===== src/hw/rtl/ole_pkg.sv =====
// Shared types and constants for the ordered list engine.
// Used by ole_cell, ole_chain and ordered_list_engine_top; no dependencies.
`timescale 1ns / 1ps

package ole_pkg;

	localparam int CAPACITY  = 16;
	localparam int CNT_W     = $clog2(CAPACITY + 1);
	localparam int DATA_W    = 32;
	localparam int OPC_W     = 3;
	localparam int STAT_W    = 2;
	localparam int POS_W     = 5;
	localparam int S_TDATA_W = 40;
	localparam int M_TDATA_W = 16;

	typedef enum logic [OPC_W-1:0] {
		OP_INS_HEAD = 3'd0,
		OP_INS_TAIL = 3'd1,
		OP_DEL_HEAD = 3'd2,
		OP_DEL_TAIL = 3'd3,
		OP_DEL_VAL  = 3'd4,
		OP_FIND     = 3'd5,
		OP_CLEAR    = 3'd6,
		OP_NOP      = 3'd7
	} op_t;

	typedef enum logic [STAT_W-1:0] {
		STAT_OK       = 2'd0,
		STAT_EMPTY    = 2'd1,
		STAT_NOTFOUND = 2'd2,
		STAT_FULL     = 2'd3
	} status_t;

	typedef enum logic {
		ST_IDLE   = 1'b0,
		ST_SEARCH = 1'b1
	} state_t;

	// Broadcast control from the sequencer to every cell of the row
	typedef struct packed {
		logic [DATA_W-1:0] value;
		logic              shift_right;
		logic              shift_left_all;
		logic              shift_left_match;
		logic              write_tail;
		logic              load_hit;
	} cell_ctl_t;

endpackage


===== src/hw/rtl/ole_cell.sv =====
// One list cell: holds an entry, shifts it to or from its neighbors,
// and flags a registered match against the search value. Depends on ole_pkg.
`timescale 1ns / 1ps

module ole_cell (
	input  logic                      clk,
	input  ole_pkg::cell_ctl_t        ctl,
	input  logic                      occ,
	input  logic                      wr_sel,
	input  logic [ole_pkg::DATA_W-1:0] left_data,
	input  logic [ole_pkg::DATA_W-1:0] right_data,
	input  logic                      before_in,
	output logic [ole_pkg::DATA_W-1:0] data,
	output logic                      before_out,
	output logic                      first
);
	import ole_pkg::*;

	logic [DATA_W-1:0] data_q;
	logic              hit_q;

	assign data       = data_q;
	assign before_out = before_in | hit_q;
	assign first      = hit_q & ~before_in;

	// left shift: all cells, or those at/after the first match, pull right data
	always_ff @(posedge clk) begin
		if (ctl.shift_right) begin
			data_q <= left_data;
		end else if (ctl.shift_left_all || (ctl.shift_left_match && before_out)) begin
			data_q <= right_data;
		end else if (ctl.write_tail && wr_sel) begin
			data_q <= ctl.value;
		end
	end

	always_ff @(posedge clk) begin
		if (ctl.load_hit) begin
			hit_q <= occ && (data_q == ctl.value);
		end
	end

endmodule


===== src/hw/rtl/ole_chain.sv =====
// Row of list cells with the first-match chain and position encoder.
// Depends on ole_pkg and ole_cell.
`timescale 1ns / 1ps

module ole_chain (
	input  logic                      clk,
	input  ole_pkg::cell_ctl_t        ctl,
	input  logic [ole_pkg::CNT_W-1:0] count,
	output logic                      found,
	output logic [ole_pkg::POS_W-1:0] position
);
	import ole_pkg::*;

	logic [DATA_W-1:0] cell_data [CAPACITY];
	logic [CAPACITY:0] seen;
	logic [CAPACITY-1:0] first;
	logic [CAPACITY-1:0] occ;
	logic [CAPACITY-1:0] wr_sel;

	assign seen[0] = 1'b0;
	assign found   = seen[CAPACITY];

	genvar g;
	generate
		for (g = 0; g < CAPACITY; g++) begin : g_cell
			logic [DATA_W-1:0] left_d;
			logic [DATA_W-1:0] right_d;

			assign occ[g]    = CNT_W'(g) < count;
			assign wr_sel[g] = CNT_W'(g) == count;

			if (g == 0) begin : g_head
				assign left_d = ctl.value;
			end else begin : g_mid
				assign left_d = cell_data[g-1];
			end

			// the tail cell's right input is never kept: the count drops with it
			if (g == CAPACITY - 1) begin : g_tail
				assign right_d = cell_data[g];
			end else begin : g_body
				assign right_d = cell_data[g+1];
			end

			ole_cell u_cell (
				.clk        (clk),
				.ctl        (ctl),
				.occ        (occ[g]),
				.wr_sel     (wr_sel[g]),
				.left_data  (left_d),
				.right_data (right_d),
				.before_in  (seen[g]),
				.data       (cell_data[g]),
				.before_out (seen[g+1]),
				.first      (first[g])
			);
		end
	endgenerate

	always_comb begin
		position = '0;
		for (int i = 0; i < CAPACITY; i++) begin
			if (first[i]) begin
				position = position | POS_W'(i + 1);
			end
		end
	end

endmodule


===== src/hw/rtl/ordered_list_engine_top.sv =====
// Ordered list engine: bounded deque of signed 32-bit values with search and remove.
// Inserts, head/tail deletes, clear and no-op load the result as accepted; find and
// delete by value compare into every cell, then resolve the first-match chain.
// Throughput: one per cycle for simple ops while output drains; none during a search.
// Result sits in an output register; a new item is taken in the cycle it drains.
// arst_n clears the entry count, sequencer and output valid; cell contents are kept.
`timescale 1ns / 1ps

module ordered_list_engine_top (
	input  logic                          clk,
	input  logic                          arst_n,
	input  logic                          s_tvalid,
	output logic                          s_tready,
	input  logic [ole_pkg::S_TDATA_W-1:0] s_tdata,  // opcode[2:0], value[34:3], zero pad
	output logic                          m_tvalid,
	input  logic                          m_tready,
	output logic [ole_pkg::M_TDATA_W-1:0] m_tdata   // status[1:0], position[6:2],
	                                                // element_count[11:7], zero pad
);
	import ole_pkg::*;

	state_t            state_q;
	state_t            state_d;
	op_t               op_q;
	logic [CNT_W-1:0]  count_q;
	logic [CNT_W-1:0]  count_d;
	logic              m_tvalid_q;
	status_t           status_q;
	logic [POS_W-1:0]  position_q;
	logic [POS_W-1:0]  elem_cnt_q;

	op_t               s_op;
	logic [DATA_W-1:0] s_value;
	logic              s_accept;
	logic              full;
	logic              empty;
	cell_ctl_t         ctl;
	logic              found;
	logic [POS_W-1:0]  chain_pos;
	logic              res_load;
	status_t           res_status;
	logic [POS_W-1:0]  res_pos;
	logic [31:0]       count_wide;

	assign s_op     = op_t'(s_tdata[OPC_W-1:0]);
	assign s_value  = s_tdata[OPC_W +: DATA_W];
	assign s_accept = s_tvalid && s_tready;
	assign full     = count_q == CNT_W'(CAPACITY);
	assign empty    = count_q == '0;

	assign m_tvalid = m_tvalid_q;
	assign m_tdata  = {{(M_TDATA_W - STAT_W - 2 * POS_W){1'b0}}, elem_cnt_q, position_q, status_q};

	ole_chain u_chain (
		.clk      (clk),
		.ctl      (ctl),
		.count    (count_q),
		.found    (found),
		.position (chain_pos)
	);

	// next state
	always_comb begin
		state_d = state_q;
		case (state_q)
			ST_IDLE: begin
				if (s_accept && (s_op == OP_DEL_VAL || s_op == OP_FIND)) begin
					state_d = ST_SEARCH;
				end
			end
			ST_SEARCH: state_d = ST_IDLE;
			default:   state_d = ST_IDLE;
		endcase
	end

	// outputs of the sequencer
	always_comb begin
		s_tready   = 1'b0;
		ctl        = '0;
		ctl.value  = s_value;
		res_load   = 1'b0;
		res_status = STAT_OK;
		res_pos    = '0;
		count_d    = count_q;
		case (state_q)
			ST_IDLE: begin
				s_tready = !m_tvalid_q || m_tready;
				if (s_accept) begin
					res_load = 1'b1;
					case (s_op)
						OP_INS_HEAD: begin
							if (full) begin
								res_status = STAT_FULL;
							end else begin
								ctl.shift_right = 1'b1;
								count_d         = count_q + 1'b1;
							end
						end
						OP_INS_TAIL: begin
							if (full) begin
								res_status = STAT_FULL;
							end else begin
								ctl.write_tail = 1'b1;
								count_d        = count_q + 1'b1;
							end
						end
						OP_DEL_HEAD: begin
							if (empty) begin
								res_status = STAT_EMPTY;
							end else begin
								ctl.shift_left_all = 1'b1;
								count_d            = count_q - 1'b1;
							end
						end
						OP_DEL_TAIL: begin
							if (empty) begin
								res_status = STAT_EMPTY;
							end else begin
								count_d = count_q - 1'b1;
							end
						end
						OP_DEL_VAL, OP_FIND: begin
							// hold the result until the match chain resolves
							res_load     = 1'b0;
							ctl.load_hit = 1'b1;
						end
						OP_CLEAR: count_d = '0;
						default:  ;
					endcase
				end
			end
			ST_SEARCH: begin
				res_load = 1'b1;
				if (op_q == OP_DEL_VAL && empty) begin
					res_status = STAT_EMPTY;
				end else if (!found) begin
					res_status = STAT_NOTFOUND;
				end else begin
					res_pos = chain_pos;
					if (op_q == OP_DEL_VAL) begin
						ctl.shift_left_match = 1'b1;
						count_d              = count_q - 1'b1;
					end
				end
			end
			default: ;
		endcase
	end

	assign count_wide = 32'(count_d);

	always_ff @(posedge clk or negedge arst_n) begin
		if (!arst_n) begin
			state_q    <= ST_IDLE;
			count_q    <= '0;
			m_tvalid_q <= 1'b0;
		end else begin
			state_q <= state_d;
			count_q <= count_d;
			if (res_load) begin
				m_tvalid_q <= 1'b1;
			end else if (m_tready) begin
				m_tvalid_q <= 1'b0;
			end
		end
	end

	always_ff @(posedge clk) begin
		if (s_accept) begin
			op_q <= s_op;
		end
		if (res_load) begin
			status_q   <= res_status;
			position_q <= res_pos;
			elem_cnt_q <= count_wide[POS_W-1:0];
		end
	end

	a_count_bound: assert property (@(posedge clk) disable iff (!arst_n)
		count_q <= CNT_W'(CAPACITY))
		else $error("entry count above capacity");

	a_search_out_free: assert property (@(posedge clk) disable iff (!arst_n)
		state_q == ST_SEARCH |-> !m_tvalid_q)
		else $error("output register busy while resolving a search");

	a_search_entry: assert property (@(posedge clk) disable iff (!arst_n)
		s_accept && (s_op == OP_DEL_VAL || s_op == OP_FIND) |=> state_q == ST_SEARCH)
		else $error("search transfer did not enter the resolve cycle");

	a_one_delete: assert property (@(posedge clk) disable iff (!arst_n)
		state_q == ST_SEARCH |=> count_q == $past(count_q) || count_q == $past(count_q) - 1'b1)
		else $error("search removed more than one entry");

endmodule


===== config.mk =====
export PLATFORM = sky130hd
export DESIGN_NAME = ordered_list_engine_top
export DESIGN_NICKNAME = d
export VERILOG_FILES = /design/src/hw/rtl/ole_pkg.sv /design/src/hw/rtl/ole_cell.sv /design/src/hw/rtl/ole_chain.sv /design/src/hw/rtl/ordered_list_engine_top.sv
export SDC_FILE = /design/constraint.sdc
export NUM_CORES = 2
export LEC_CHECK = 0
export ABC_AREA = 1
export ABC_CLOCK_PERIOD_IN_PS = 11550
export BUFFER_PORTS_ARGS = -buffer_cell sky130_fd_sc_hd__buf_2
export CORE_UTILIZATION = 50
export CTS_CLUSTER_DIAMETER = 60
export DETAILED_ROUTE_END_ITERATION = 12
export HOLD_SLACK_MARGIN = 0.06
export PLACE_DENSITY = 0.74
export REMOVE_ABC_BUFFERS = 1
export SLEW_MARGIN = 0
export SYNTH_ARGS = -nofsm -noshare
export SYNTH_HDL_FRONTEND = slang
export SYNTH_SLANG_ARGS = --single-unit

===== constraint.sdc =====
create_clock -name clk -period 11.55 [get_ports clk]
set_input_delay 0.5775 -clock clk [delete_from_list [all_inputs] [get_ports clk]]
set_output_delay 0.5775 -clock clk [all_outputs]
set_load 0.02 [all_outputs]

==> impl_metrics.py <==
metrics = {
    "status": {
        "status": "finished clean",
    },
    "clock_network": {
        "clock_path_buffers": 3,
        "clk_latency_ns": 0.65,
        "cts_max_level": 3,
        "cts_root_buf": "clkbuf_16",
        "numClockSinks": 550,
        "cts_resized": 0,
        "cts.clk_slew.worst_paths_ns": 0.06,
        "cts_tree": "done",
        "cts_inserted_buffers": 70,
    },
    "die": {
        "die_area_mm2": 0.07924,
        "die_x_um": 281.5,
        "core_area_mm2": 0.07734,
        "pin_count": 62,
        "start_util": 0.5050,
        "fp-row-count": 102,
        "dieHeight_um": 281.5,
    },
    "global_route": {
        "grt_max_degree": 189,
        "grt_pass1_vias": 35040,
        "antenna_found_initial": 3,
        "grt_use_total": 0.3927,
        "grt_pass1_wl_um": 229200,
        "overflow": 0,
    },
    "routing": {
        "met1_length_um": 55540,
        "drc": 0,
        "drt_iter0_markers": 6626,
        "dr_wl_met3_um": 25570,
        "detail_route.wirelength_um": 158000,
        "avgViaCountPerCell": 6.414,
        "highest_layer": "met4",
        "drtPass1Iterations": 9,
        "wl_met2_um": 64200,
        "wire_per_inst_um": 26.74,
        "vias": 37890,
        "ant_nets": 0,
    },
    "critical_path": {
        "worst-setup-path-type": "reg -> reg",
        "worstRegToRegCells": 10,
        "crit_start": "count_q[0]",
        "crit_path_cell_trace": "clkinv_1 -> ha_1 -> nand3_1 -> nand2_1 -> nor3_4 -> buf_4 -> buf_4 -> buf_4 -> a31oi_1 -> nand3_2",
        "rr_startpoint": "count_q[0]",
        "cp_top_family": "buffers and inverters",
        "critical_path_buf_inv_count": 4,
        "cp-start-kind": "register",
        "cp_data_arrival_time_ns": 5.72,
        "slowest_stage": "buf_4",
        "cp_common_cell": "buf_4",
        "crit_required_ns": 11.78,
        "cp-end-kind": "register",
        "cp.depth": 10,
        "worstPathMaxFanout": 91,
        "crit_path_max_incr_delay_ns": 0.88,
    },
    "sta": {
        "post-route-period-util": 0.4752,
        "clock.fmax_mhz": 182.2,
        "worst_slew_pin_slew_ns": 1.229,
        "rsz0062_at_grt": "false",
        "setup_violations": 0,
        "fin_worst_skew_ns": 0.04295,
        "hold_viol_final": 0,
        "holdWs_ns": 0.1732,
        "final.setup.tns_ns": 0,
        "max_slew_margin": 0.1797,
        "drv_slew": 0,
        "period_minus_slack_ns": 5.488,
    },
    "placed_design": {
        "io_buffers": 52,
        "placed_cell_area_mm2": 0.03923,
        "gp_congestion": 0.9958,
        "hpwl_um": 104800,
    },
    "synthesis": {
        "synth_warnings": 0,
        "synth_enable_flop_cells": 543,
        "synth_top_cell_area_share": 0.4175,
        "synth_area_leader_cell": "edfxtp_1",
        "ys.flop_type": "edfxtp_1",
        "synthTopCellsByArea": "edfxtp_1 (42%), nand2_1 (16%), nand3_1 (11%), inv_1 (4.9%), nand2_4 (2.9%)",
        "synth.distinct_cells": 56,
        "yosysSeqAreaShare": 0.4219,
        "ys_async_sr_fraction": 0.01273,
        "synthCells": 4996,
        "synth_seq_cells": 550,
        "syn_area_mm2": 0.03906,
        "avgSynthCellArea_um2": 7.818,
    },
    "power": {
        "power_density_mw_per_mm2": 137.6,
        "p_leak_nw": 18.44,
        "ir_drop_uv": 91.36,
        "p_total_mw": 5.697,
    },
    "worst_hold_path": {
        "min_from": "s_tdata[1]",
        "hold_class": "in -> reg",
        "holdPathStages": 1,
    },
    "final_layout": {
        "final_common_cell": "nand2_1",
        "design_area_mm2": 0.04141,
        "final_layout_size_suffix_gt1_frac": 0.1073,
        "mostFrequentLayoutCells": "nand2_1 (1666), nand3_1 (855), edfxtp_1 (543), inv_1 (508), o22ai_1 (145)",
        "fin_nets": 4863,
        "area_growth_pct": 6.019,
    },
    "flow_run": {
        "maxCapViolations": 0,
    },
}
-- layer usage --
layer | track usage | vias up
li1 | - | 16220
met1 | 0.5071 | 17640
met2 | 0.5552 | 3286
met3 | 0.1342 | 745
met4 | 0.2609 | 0
met5 | 0 | -
-- stage by stage --
stage | std cells | utilization | worst slack [ns]
after floorplan | 4606 | - | -13.15
after global placement | 5781 | 0.5072 | 6.207
after detailed placement | 5781 | 0.5072 | 6.219
after CTS | 5905 | 0.5353 | 6.190
after global routing | 5905 | 0.5353 | 5.814
final | 5908 | 0.5354 | 6.062
-- Yosys cell counts, types with 9 or more instances --
cell type	n
nor3_1	18
xor2_1	73
o22ai_1	145
buf_12	10
o21ai_2	22
o2111ai_1	14
o21ai_1	10
edfxtp_1	543
buf_4	33
buf_6	43
nor2_1	74
nand4_1	59
buf_1	37
nand4_4	14
inv_1	508
nor4b_1	9
a221oi_1	47
nand2_4	100
buf_2	64
o21ai_0	56
clkinv_1	17
clkbuf_1	205
nand3_1	856
nor4_1	36
or2_2	13
nand2_2	26
nand2_1	1666
xnor2_1	118
nand3_2	92
a21oi_1	19
-- registers in the layout, indices dropped and copies added (netlist names) --
| register | cells |
|---|---|
| u_chain.g_cell.u_cell.data | 512 |
| u_chain.g_cell.u_cell.hit_q | 16 |
| count_q | 5 |
| elem_cnt_q | 5 |
| position_q | 5 |
| op_q | 3 |
| status_q | 2 |
| m_tvalid | 1 |
| state_q | 1 |
-- cells by family after synthesis --
logic type,count (synthesis),synth area share
AOI/OAI and AO/OA,342,0.05830
buffers and inverters,925,0.1069
and+or+nand+nor,2982,0.3683
other,1,0.00009601
DFF,550,0.4219
adders and majority gates,5,0.001602
xor gates and xnor gates,191,0.04283
-- worst register-to-register path, stage by stage, from the launching register on --
cell and delay (ns):
dfrtp_1 0.49, clkinv_1 0.39, ha_1 0.40, nand3_1 0.12
nand2_1 0.17, nor3_4 0.14, buf_4 0.86, buf_4 0.75
buf_4 0.91, a31oi_1 0.15, nand3_2 0.70
-- path summary, 6_finish.rpt --
kind | endpoint | slack [ns]
max in group asynchronous | count_q[2] | 11.04
min in group asynchronous | count_q[4] | 0.31
setup / recovery | u_chain.g_cell[2].u_cell.data[26] | 6.06
setup reg to reg | u_chain.g_cell[2].u_cell.data[26] | 6.06
hold reg to reg | m_tvalid | 0.53
hold / removal | op_q[1] | 0.17
-- layout make-up --
cell class	count	area [µm²]
diodes	3	7.507
clock buffers	89	1844
fillers	7378	35930
inverters	532	2007
clock inverters	34	324.1
well taps	1040	1301
multi-input cells	3524	18530
flip-flops and latches	550	16480
repair buffers	136	918.4
-- timing repair --
action,4_1_cts,5_1_grt
hold buffers,1,0
hold endpoints to repair,7,0
setup endpoints to repair,0,0
setup buffers,0,0
-- where the power goes --
part	internal, mW	total [mW]	leakage, nW	switching [mW]
logic	0.289	1.03	12.3	0.739
registers	2.36	2.50	5.05	0.141
clock network	1.23	2.17	1.05	0.944
total	3.87	5.70	18.4	1.82
(Power assumes the default switching activity.)
